$ cat src/design/nrbps_pkg.sv
package nrbps_pkg;

    // Interleaver table G: element k of the message lands at word position PERM_G[k]
    localparam logic [4:0] PERM_G [32] = '{
        5'd16, 5'd23, 5'd18, 5'd17, 5'd8,  5'd30, 5'd10, 5'd6,
        5'd24, 5'd7,  5'd0,  5'd5,  5'd3,  5'd2,  5'd1,  5'd4,
        5'd9,  5'd11, 5'd12, 5'd13, 5'd14, 5'd15, 5'd19, 5'd20,
        5'd21, 5'd22, 5'd25, 5'd26, 5'd27, 5'd28, 5'd29, 5'd31
    };

    localparam int WORD_W    = 32;
    localparam int POS_W     = 5;
    localparam int SKIP_W    = 11;
    localparam int GOLD_W    = 31;
    localparam int CELL_ID_W = 10;
    localparam int MODE_W    = 2;
    localparam int CFG_DATA_W = 10;

    // Gold sequence start offset and per-v step for each block count
    localparam logic [SKIP_W-1:0] GOLD_NC  = 11'd1600;
    localparam logic [SKIP_W-1:0] STEP_64  = 11'd26;
    localparam logic [SKIP_W-1:0] STEP_OTH = 11'd29;

    // Configuration register indexes
    localparam logic CFG_CELL_ID    = 1'b0;
    localparam logic CFG_BLOCK_MODE = 1'b1;

    // Block count mode codes
    localparam logic [MODE_W-1:0] MODE_4BLK  = 2'd0;
    localparam logic [MODE_W-1:0] MODE_8BLK  = 2'd1;
    localparam logic [MODE_W-1:0] MODE_64BLK = 2'd2;

    // Item kinds
    localparam logic KIND_ENC = 1'b0;
    localparam logic KIND_DEC = 1'b1;

    typedef enum logic [1:0] {
        ST_IDLE,
        ST_SKIP,
        ST_SCRAM,
        ST_DONE
    } t_seq_state;

    typedef struct packed {
        logic init;
        logic adv;
    } t_gold_ctl;

    typedef struct packed {
        logic idle;
        logic done;
    } t_seq_sts;

endpackage

$ cat src/design/nrbps_gold.sv
module nrbps_gold (
    input  logic                                i_clk,
    input  nrbps_pkg::t_gold_ctl                i_ctl,
    input  logic [nrbps_pkg::CELL_ID_W-1:0]     i_seed,
    output logic                                o_bit
);
    import nrbps_pkg::*;

    logic [GOLD_W-1:0] r_x1;
    logic [GOLD_W-1:0] r_x2;
    logic [GOLD_W-1:0] n_x1;
    logic [GOLD_W-1:0] n_x2;
    logic              f1;
    logic              f2;

    always_comb begin
        f1 = r_x1[0] ^ r_x1[3];
        f2 = r_x2[0] ^ r_x2[1] ^ r_x2[2] ^ r_x2[3];
        n_x1 = r_x1;
        n_x2 = r_x2;
        if (i_ctl.init) begin
            n_x1 = GOLD_W'(1);
            n_x2 = GOLD_W'(i_seed);
        end else if (i_ctl.adv) begin
            n_x1 = {f1, r_x1[GOLD_W-1:1]};
            n_x2 = {f2, r_x2[GOLD_W-1:1]};
        end
    end

    // LFSR state is payload: always seeded before use
    always_ff @(posedge i_clk) begin
        r_x1 <= n_x1;
        r_x2 <= n_x2;
    end

    assign o_bit = r_x1[0] ^ r_x2[0];

endmodule

$ cat src/design/nrbps_seq.sv
module nrbps_seq (
    input  logic                             i_clk,
    input  logic                             i_rst_n,
    input  logic                             i_start,
    input  logic [nrbps_pkg::WORD_W-1:0]     i_word,
    input  logic                             i_is64,
    input  logic                             i_take,
    input  logic                             i_gold_bit,
    output nrbps_pkg::t_gold_ctl             o_gold,
    output nrbps_pkg::t_seq_sts              o_sts,
    output logic [nrbps_pkg::WORD_W-1:0]     o_word
);
    import nrbps_pkg::*;

    t_seq_state          r_state;
    t_seq_state          n_state;
    logic [SKIP_W-1:0]   r_cnt;
    logic [SKIP_W-1:0]   n_cnt;
    logic [POS_W-1:0]    r_pos;
    logic [POS_W-1:0]    n_pos;
    logic [WORD_W-1:0]   r_word;
    logic [WORD_W-1:0]   n_word;
    logic [SKIP_W-1:0]   step;
    logic [SKIP_W-1:0]   offs;
    logic [1:0]          v;
    logic                exempt;
    logic                s_bit;

    // v from the two exempt frame-number positions
    assign v = {i_word[PERM_G[7]], i_word[PERM_G[8]]};
    assign step = i_is64 ? STEP_64 : STEP_OTH;

    always_comb begin
        case (v)
            2'd0:    offs = '0;
            2'd1:    offs = step;
            2'd2:    offs = step << 1;
            default: offs = step + (step << 1);
        endcase
    end

    always_comb begin
        exempt = (r_pos == PERM_G[10]) || (r_pos == PERM_G[7]) || (r_pos == PERM_G[8]);
        if (i_is64) begin
            exempt = exempt || (r_pos == PERM_G[11]) || (r_pos == PERM_G[12])
                     || (r_pos == PERM_G[13]);
        end
        s_bit = exempt ? 1'b0 : i_gold_bit;
    end

    // Next state
    always_comb begin
        n_state = r_state;
        unique case (r_state)
            ST_IDLE:  if (i_start) n_state = ST_SKIP;
            ST_SKIP:  if (r_cnt == SKIP_W'(1)) n_state = ST_SCRAM;
            ST_SCRAM: if (r_pos == POS_W'(WORD_W - 1)) n_state = ST_DONE;
            ST_DONE:  if (i_take) n_state = ST_IDLE;
            default:  n_state = ST_IDLE;
        endcase
    end

    // Outputs
    always_comb begin
        o_gold = '0;
        o_sts  = '0;
        unique case (r_state)
            ST_IDLE: begin
                o_gold.init = i_start;
                o_sts.idle  = 1'b1;
            end
            ST_SKIP:  o_gold.adv = 1'b1;
            ST_SCRAM: o_gold.adv = !exempt;
            ST_DONE:  o_sts.done = 1'b1;
            default: begin
                o_gold = '0;
            end
        endcase
    end

    // Datapath: word rotates once through position 0 during scrambling
    always_comb begin
        n_cnt  = r_cnt;
        n_pos  = r_pos;
        n_word = r_word;
        case (r_state)
            ST_IDLE: begin
                if (i_start) begin
                    n_cnt  = GOLD_NC + offs;
                    n_word = i_word;
                end
            end
            ST_SKIP: begin
                n_cnt = r_cnt - SKIP_W'(1);
                n_pos = '0;
            end
            ST_SCRAM: begin
                n_pos  = r_pos + POS_W'(1);
                n_word = {r_word[0] ^ s_bit, r_word[WORD_W-1:1]};
            end
            default: begin
                n_cnt = r_cnt;
            end
        endcase
    end

    always_ff @(posedge i_clk) begin
        if (!i_rst_n) begin
            r_state <= ST_IDLE;
        end else begin
            r_state <= n_state;
        end
    end

    always_ff @(posedge i_clk) begin
        r_cnt  <= n_cnt;
        r_pos  <= n_pos;
        r_word <= n_word;
    end

    assign o_word = r_word;

endmodule

$ cat src/design/nr_broadcast_payload_pack_scramble.sv
// Channel   Handshake                 Payload
// --------  ------------------------  ------------------------------------------------
// input     i_in_valid / o_in_ready   i_kind, i_payload_bits, i_sfn_low, i_half_frame,
//                                     i_block_index, i_offset_msb, i_coded_word
// output    o_out_valid / i_out_ready o_word_out, o_payload_out, o_sfn_out,
//                                     o_half_frame_out, o_block_index_out, o_offset_msb_out
// config    i_cfg_wr_en               i_cfg_index, i_cfg_data
//
// A word runs through the states idle, skip, scramble and done: the Gold LFSR makes
// M*v + 1600 skip steps, then the word makes 32 scrambling steps.
// Synchronous active-low reset; afterwards cell_id is 0 and block_count_mode is 1.
// Input is taken only while the sequencer is idle. A finished word waits in the
// output register; the next word is accepted while it waits to be taken.
module nr_broadcast_payload_pack_scramble (
    input  logic                                 i_clk,
    input  logic                                 i_rst_n,
    input  logic                                 i_cfg_wr_en,
    input  logic                                 i_cfg_index,
    input  logic [nrbps_pkg::CFG_DATA_W-1:0]     i_cfg_data,
    input  logic                                 i_in_valid,
    output logic                                 o_in_ready,
    input  logic                                 i_kind,
    input  logic [23:0]                          i_payload_bits,
    input  logic [3:0]                           i_sfn_low,
    input  logic                                 i_half_frame,
    input  logic [5:0]                           i_block_index,
    input  logic                                 i_offset_msb,
    input  logic [31:0]                          i_coded_word,
    output logic                                 o_out_valid,
    input  logic                                 i_out_ready,
    output logic [31:0]                          o_word_out,
    output logic [23:0]                          o_payload_out,
    output logic [3:0]                           o_sfn_out,
    output logic                                 o_half_frame_out,
    output logic [5:0]                           o_block_index_out,
    output logic                                 o_offset_msb_out
);
    import nrbps_pkg::*;

    // Configuration registers
    logic [CELL_ID_W-1:0] r_cell_id;
    logic [MODE_W-1:0]    r_mode;

    // Per-item context held while the sequencer runs
    logic                 r_kind;
    logic [5:0]           r_ssb;

    logic                 r_out_valid;
    logic [31:0]          r_word_out;
    logic [23:0]          r_payload_out;
    logic [3:0]           r_sfn_out;
    logic                 r_half_frame_out;
    logic [5:0]           r_block_index_out;
    logic                 r_offset_msb_out;

    logic                 is64;
    logic                 start;
    logic                 take;
    logic                 load_out;
    logic                 gold_bit;
    t_gold_ctl            gold_ctl;
    t_seq_sts             seq_sts;
    logic [WORD_W-1:0]    packed_word;
    logic [WORD_W-1:0]    seq_in_word;
    logic [WORD_W-1:0]    seq_word;
    logic [23:0]          un_payload;
    logic [3:0]           un_sfn;
    logic [5:0]           un_ssb;
    logic                 un_kmsb;

    assign is64       = (r_mode == MODE_64BLK);
    assign o_in_ready = seq_sts.idle;
    assign start      = i_in_valid && seq_sts.idle;
    // Output register free, or being emptied this cycle
    assign take       = !r_out_valid || i_out_ready;
    assign load_out   = seq_sts.done && take;

    // Config writes
    always_ff @(posedge i_clk) begin
        if (!i_rst_n) begin
            r_cell_id <= '0;
            r_mode    <= MODE_8BLK;
        end else if (i_cfg_wr_en) begin
            unique case (i_cfg_index)
                CFG_CELL_ID:    r_cell_id <= i_cfg_data[CELL_ID_W-1:0];
                CFG_BLOCK_MODE: r_mode    <= i_cfg_data[MODE_W-1:0];
                default:        r_mode    <= r_mode;
            endcase
        end
    end

    // Pack: payload element 0 goes to G[14], elements 1..6 to G[0..5],
    // elements 7..23 to G[15..31]; SFN MSB first into G[6..9]; half frame to G[10]
    always_comb begin
        packed_word = '0;
        packed_word[PERM_G[14]] = i_payload_bits[0];
        for (int k = 0; k < 6; k++) begin
            packed_word[PERM_G[k]] = i_payload_bits[k+1];
        end
        for (int k = 15; k < 32; k++) begin
            packed_word[PERM_G[k]] = i_payload_bits[k-8];
        end
        for (int k = 0; k < 4; k++) begin
            packed_word[PERM_G[6+k]] = i_sfn_low[3-k];
        end
        packed_word[PERM_G[10]] = i_half_frame;
        if (is64) begin
            packed_word[PERM_G[11]] = i_block_index[5];
            packed_word[PERM_G[12]] = i_block_index[4];
            packed_word[PERM_G[13]] = i_block_index[3];
        end else begin
            packed_word[PERM_G[11]] = i_offset_msb;
        end
        seq_in_word = (i_kind == KIND_ENC) ? packed_word : i_coded_word;
    end

    // Hold the item context across the sequencer run
    always_ff @(posedge i_clk) begin
        if (start) begin
            r_kind <= i_kind;
            r_ssb  <= i_block_index;
        end
    end

    nrbps_gold u_gold (
        .i_clk  (i_clk),
        .i_ctl  (gold_ctl),
        .i_seed (r_cell_id),
        .o_bit  (gold_bit)
    );

    nrbps_seq u_seq (
        .i_clk      (i_clk),
        .i_rst_n    (i_rst_n),
        .i_start    (start),
        .i_word     (seq_in_word),
        .i_is64     (is64),
        .i_take     (take),
        .i_gold_bit (gold_bit),
        .o_gold     (gold_ctl),
        .o_sts      (seq_sts),
        .o_word     (seq_word)
    );

    // Unpack the descrambled word: inverse of the packing above
    always_comb begin
        un_payload    = '0;
        un_payload[0] = seq_word[PERM_G[14]];
        for (int k = 0; k < 6; k++) begin
            un_payload[k+1] = seq_word[PERM_G[k]];
        end
        for (int k = 15; k < 32; k++) begin
            un_payload[k-8] = seq_word[PERM_G[k]];
        end
        for (int k = 0; k < 4; k++) begin
            un_sfn[3-k] = seq_word[PERM_G[6+k]];
        end
        un_ssb  = r_ssb;
        un_kmsb = 1'b0;
        if (is64) begin
            un_ssb[5] = seq_word[PERM_G[11]];
            un_ssb[4] = seq_word[PERM_G[12]];
            un_ssb[3] = seq_word[PERM_G[13]];
        end else begin
            un_kmsb = seq_word[PERM_G[11]];
        end
    end

    always_ff @(posedge i_clk) begin
        if (!i_rst_n) begin
            r_out_valid <= 1'b0;
        end else if (load_out) begin
            r_out_valid <= 1'b1;
        end else if (i_out_ready) begin
            r_out_valid <= 1'b0;
        end
    end

    // Encode words carry only the scrambled word; decoded fields drop to zero
    always_ff @(posedge i_clk) begin
        if (load_out) begin
            r_word_out <= seq_word;
            if (r_kind == KIND_DEC) begin
                r_payload_out     <= un_payload;
                r_sfn_out         <= un_sfn;
                r_half_frame_out  <= seq_word[PERM_G[10]];
                r_block_index_out <= un_ssb;
                r_offset_msb_out  <= un_kmsb;
            end else begin
                r_payload_out     <= '0;
                r_sfn_out         <= '0;
                r_half_frame_out  <= 1'b0;
                r_block_index_out <= '0;
                r_offset_msb_out  <= 1'b0;
            end
        end
    end

    assign o_out_valid       = r_out_valid;
    assign o_word_out        = r_word_out;
    assign o_payload_out     = r_payload_out;
    assign o_sfn_out         = r_sfn_out;
    assign o_half_frame_out  = r_half_frame_out;
    assign o_block_index_out = r_block_index_out;
    assign o_offset_msb_out  = r_offset_msb_out;

endmodule

$ cat config.mk
export PLATFORM = sky130hd
export DESIGN_NAME = nr_broadcast_payload_pack_scramble
export DESIGN_NICKNAME = d
export VERILOG_FILES = /design/src/design/nrbps_pkg.sv /design/src/design/nrbps_gold.sv /design/src/design/nrbps_seq.sv /design/src/design/nr_broadcast_payload_pack_scramble.sv
export SDC_FILE = /design/constraint.sdc
export NUM_CORES = 1
export LEC_CHECK = 0
export BUFFER_PORTS_ARGS = -buffer_cell sky130_fd_sc_hd__buf_2
export CAP_MARGIN = 40
export CORE_ASPECT_RATIO = 0.5
export CORE_MARGIN = 3
export CORE_UTILIZATION = 50
export DETAILED_ROUTE_END_ITERATION = 8
export GPL_TIMING_DRIVEN = 0
export PLACE_DENSITY = 0.76
export SLEW_MARGIN = 20
export SYNTH_ARGS = -nofsm -noshare
export SYNTH_HDL_FRONTEND = slang
export SYNTH_SLANG_ARGS = --single-unit
$ cat constraint.sdc
create_clock -name i_clk -period 4 [get_ports i_clk]
set_clock_uncertainty 0.05 [all_clocks]
set_input_delay 0 -clock i_clk [delete_from_list [all_inputs] [get_ports i_clk]]
set_output_delay 0 -clock i_clk [all_outputs]
set_load 0.01 [all_outputs]
### Word-level counts from Yosys, hierarchy flattened

Index checks and enable logic that the tools add are counted.

| cells by class | value |
|---|---|
| bitwise logic cells | 8 |
| eq/ne operators | 17 |
| reduce and logical (&&, ||, !) cells | 24 |
| mux-type cells | 26 |
| $add $sub $neg | 4 |

Operators with widths:

| cell | count |
|---|---|
| $mux W32 | 2 |
| $pmux W32 S2 | 1 |
| $pmux W11 S3 | 1 |
| $pmux W11 S2 | 1 |
| $mux W10 | 2 |
| $add A11 B11 Y11 | 1 |
| $add A11 B11 Y11 const A | 1 |
| $eq A11 B1 Y1 const B | 1 |
| $mux W11 | 1 |
| $sub A11 B1 Y11 const B | 1 |
| $eq A5 B2 Y1 const B | 2 |
| $eq A5 B3 Y1 const B | 2 |
| $eq A5 B5 Y1 const B | 2 |
| $mux W2 | 5 |
| $pmux W5 S2 | 1 |
| $reduce_bool A2 Y1 | 5 |
| $eq A2 B2 Y1 const B | 4 |
| $mux W1 | 8 |
| $pmux W2 S4 | 1 |
| $reduce_and A2 Y1 | 4 |
| $logic_or A1 B1 Y1 | 6 |
| $mux W3 | 2 |
| $ne A2 B1 Y1 const B | 3 |
| $xor A1 B1 Y1 | 6 |
| other kinds (11) | 16 |

| word-level totals | value |
|---|---|
| output and inout bits | 70 |
| flip-flop bits (word level) | 200 |
| input bits | 85 |

### Depth between registers and ports, before layout

| depth | value |
|---|---|
| depth after elaboration | 11 |
| depth in mapped cells | 9 |

### Modules after synthesis

From an unflattened synthesis, not the netlist that was laid out.

| second synthesis, totals | value |
|---|---|
| cell total of the unflattened synthesis | 619 |
| area, all modules | 8589.5 um^2 |

By module, submodules not included:

| module | area an instance (um^2) | cells each | sequential area each (um^2) | times used |
|---|---|---|---|---|
| nr_broadcast_payload_pack_scramble | 3617.2 | 222 | 2512.4 | 1 |
| nrbps_seq | 2642.5 | 202 | 1481.4 | 1 |
| nrbps_gold | 2329.7 | 195 | 1341.3 | 1 |

### Worst setup path before layout

Ideal clock, no wire load.

| timing | value |
|---|---|
| kind | register to register |
| from | register u_seq.r_state[0] |
| to | register r_block_index_out[0], in the netlist o_block_index_out[0], enable pin |
| slack | -0.150 ns |
| setup time | 0.503 ns |
| stages on the path, launching flop included | 3 |
| path buffers | 0 |
| arrival | 3.597 ns |
| cells stage by stage | dfxtp_1 -> ha_1 -> nor2b_1 |

| on the way | value |
|---|---|
| cells in the longest elaborated chain, start to end | 3 |

Ends and longest elaborated chain:

| what | line | source |
|---|---|---|
| start, declared | nrbps_seq.sv:15 | `t_seq_state r_state;` |
| start signal, assigned | nrbps_seq.sv:111 | `r_state <= n_state;` |
| $eq A2 B2 Y1 | nrbps_seq.sv:67 | `unique case (r_state)` |
| $mux W1 | nrbps_seq.sv:67 |  |
| $logic_and A1 B1 Y1 | nr_broadcast_payload_pack_scramble.sv:76 | `assign load_out = seq_sts.done && take;` |
| named net load_out | nr_broadcast_payload_pack_scramble.sv:59 | `logic load_out;` |
| end signal, assigned | nr_broadcast_payload_pack_scramble.sv:187 | `r_block_index_out <= un_ssb;` |
| end, declared | nr_broadcast_payload_pack_scramble.sv:53 | `logic [5:0] r_block_index_out;` |

The timed path passes the listed nets, and every way through them passes these cells.
A chain may end at the register's enable or synchronous reset.

### Worst setup path after layout

| timing | value |
|---|---|
| from | register u_seq.r_state[0] |
| to | register u_gold.r_x2[2], enable pin |

| on the way | value |
|---|---|
| cells in the longest elaborated chain, start to end | 5 |
| elaborated cells on any way between the ends | 8 |

Ends and longest elaborated chain:

| what | line | source |
|---|---|---|
| $logic_not A2 Y1 | nrbps_seq.sv:67 |  |
| $mux W1 | nrbps_seq.sv:67 |  |
| $logic_and A1 B1 Y1 | nr_broadcast_payload_pack_scramble.sv:73 | `assign start = i_in_valid && seq_sts.idle;` |
| $mux W1 | nrbps_seq.sv:67 |  |
| $reduce_bool A2 Y1 (no source line) * | -- |  |
| end signal, assigned | nrbps_gold.sv:33 | `r_x2 <= n_x2;` |
| end, declared | nrbps_gold.sv:10 | `logic [GOLD_W-1:0] r_x2;` |

Every way passes the cells marked *; elsewhere a longest branch is shown, timed or not.

==> impl_metrics.ini <==
[power_and_ir_drop]
switching_share_pct = 32.92
pwr-share-clk_pct = 26.5
worst_ir_drop_vdd_mv = 0.4038
power_frac_comb_pct = 26.4
finalPower_mw = 6.458
power.density_nw_per_um2 = 597.9
p_int_mw = 4.332
leakagePower_nw = 4.516
power_switching_mw = 2.126
seqPwrFrac_pct = 47.1

[routing]
totalWireLength_mm = 19.23
ant_nets = 0
wire_per_inst_um = 16.48
firstDrtPassIters = 5
via_count = 5990
drt_iter0_drc = 408
drc = 0
viasPerCell = 5.133

[clock_tree]
clock-root-buffer = clkbuf_16
cts_sinks = 200
htreeDepth = 4
clockBufferDepth = 2
path_clk_slew_ns = 0.07
cts-buffers-inserted = 17
cts_tree = done
postCtsHoldBufs = 80
ctsResizeCount = 0
clock_latency_ns = 0.43
postCtsSetupBuffers = 0

[floorplan]
dieArea_um2 = 18170
rows = 32
die_h_um = 96.83
start_util_pct = 52.30
io_pins = 155
die_w_um = 187.7
coreArea_um2 = 15780

[synthesis]
syn-cell-area_um2 = 8250
synth_most_common_cell = nand2_1
yosysSeqAreaShare_pct = 64.66
synthArstFlopShare_pct = 0
synthFlopType = edfxtp_1
synth_edf_count = 133
synth.top_cells.by_area = edfxtp_1, dfxtp_1, mux2i_1
yosys_warnings = 0
syn-num-nets = 775
synth_top_cell_area_share_pct = 48.41
synth_cell_types = 42
avgSynthCellArea_um2 = 12.22
yosys-top-cells-count = nand2_1, edfxtp_1, mux2i_1
synth_cells = 675
synth.ff_latch_count = 200
yosys.area.top_type = edfxtp_1

[timing]
timing.fmax_mhz = 379.2
slew_headroom_pct = 62.01
fin_crit_sh_pct = 65.93
rsz0062_at_grt = no
finalMaxSlewViolations = 0
report.final.setup_viol = 0
hold_violations = 0
timing.final.crit_period_ns = 2.637
tightestPinTransition_ns = 0.5687
hold_slack_ns = 0.02566

[setup_path]
cp-end-kind = register
worst_ep_arrival_time_ns = 2.66
crit_buf_inv = 3
cpMostUsedCell = nand2_1
crit_path_start_kind = register
critical_path_class = reg2reg
critPathSlowestCell = buf_1
path_cells = inv_1 -> ha_1 -> nand2_1 -> clkbuf_1 -> buf_1 -> nand2_1
critical_path_required_ns = 4.02
max_stage_delay_ns = 0.48
cp_max_fo = 10
path_delay_family = buffers and inverters

[grt]
grt.busiest_layer = met2
grt_max_degree = 29
grt_pass1_vias = 6168
antenna_found_initial = 0
grt_use_met2_pct = 38.60
met3_usage_pct = 4.815
grt_overflow = 0
met1_usage_pct = 26.73
grt_use_total_pct = 21.85
grt_first_pass_wirelength_mm = 31.64

[final_layout]
fill_cells = 1135
num_antenna_cells = 0
nNetsFinal = 1033
fin_cells = 1167
syn2layout_area_growth_pct = 30.91
layout-drive-gt1-share_pct = 22.20

[status]
outcome = finished clean

[placed_design]
dpl.hpwl_mm = 12.54
portBuffers = 154
gp_congestion = 0.8383
dp_cells = 1055

[run]
cap_violations = 0

[hold_path]
min_path_type = in2reg
==> metrics by stage <==
stage               setup TNS (ns)  util [%]  worst slack [ns]  instance area, µm²
floorplan                        0         -            0.1054                8253
global placement            -49.42     58.95            -1.546                9300
detailed placement               0     59.63             1.336                9407
CTS                              0     68.46             1.333               10800
global route                     0     68.46             1.077               10800
finish                           0     68.46             1.363               10800
==> state kept, by name, summed over array words and instances, names as in the netlist <==
name               cells
u_seq.r_pos            5
u_seq.o_word          32
o_block_index_out      6
u_seq.r_state          2
r_cell_id             10
o_offset_msb_out       1
u_gold.r_x2           31
r_ssb                  6
o_payload_out         24
r_kind                 1
u_seq.r_cnt           11
r_mode                 2
o_word_out            32
u_gold.r_x1           31
o_out_valid            1
o_half_frame_out       1
o_sfn_out              4
==> layer usage <==
metal  vias up  wire length, µm
met5         -                0
met4         0              334
met3        30             1218
met2       206             9707
met1      2872             7971
li1       2882                -
==> cells by family after synthesis <==
group                      after synthesis  share of synthesized area, %
muxes                                   87                         10.60
AOI/OAI and AO/OA                       71                         5.005
and+or+nand+nor                        237                         12.97
xor gates and xnor gates                16                         1.698
DFF                                    200                         64.66
adders and majority gates               15                         2.275
buffers and inverters                   49                         2.790
==> final cells by class <==
cell class | count | area, µm² | area share, %
timing repair buffer | 239 | 1662 | 15.38
clock buffer | 17 | 425.4 | 3.939
inverter | 14 | 52.55 | 0.4866
tap | 221 | 276.5 | 2.560
multi-input combinational | 426 | 2704 | 25.03
clock inverter | 15 | 167.7 | 1.552
buffer | 35 | 177.7 | 1.645
sequential | 200 | 5335 | 49.40
==> final timing paths <==
path	startpoint	end	slack, ns	depth (start not counted)
setup reg to reg	u_seq.r_state[0]	u_gold.r_x2[2]	1.36	6
hold reg to reg	r_cell_id[2]	r_cell_id[2]	0.41	2
hold / removal	i_in_valid	u_seq.r_state[1]	0.03	5
setup / recovery	u_seq.r_state[0]	u_gold.r_x2[2]	1.36	6
==> worst min-delay path: stages <==
cell	delay [ns]
buf_2	0.10
nor2b_1	0.13
a221oi_1	0.08
nand3_1	0.08
a21oi_1	0.05
==> power by group through the flow <==
stage	sequential, mW	clock, mW	combinational [mW]
after floorplan	3.04	0	1.08
after global placement	3.09	0	1.48
after detailed placement	3.08	0	1.61
after CTS	3.03	1.74	1.70
after global routing	3.09	1.82	1.88
final	3.04	1.71	1.70
==> cell usage in the layout (no fill, tap or decap), types with 13 or more instances in the layout <==
master / Yosys / final
a21oi_1: 24 / 24
and2_1: 35 / 35
buf_2: 4 / 158
clkbuf_1: 23 / 23
clkbuf_16: 0 / 17
dfxtp_1: 67 / 67
dlygate4sd3_1: 0 / 80
edfxtp_1: 133 / 133
ha_1: 15 / 15
inv_1: 13 / 13
mux2i_1: 84 / 84
nand2_1: 154 / 154
nor2_1: 16 / 16
o21ai_0: 32 / 30
No activity file was read; power rests on OpenSTA's default activity.
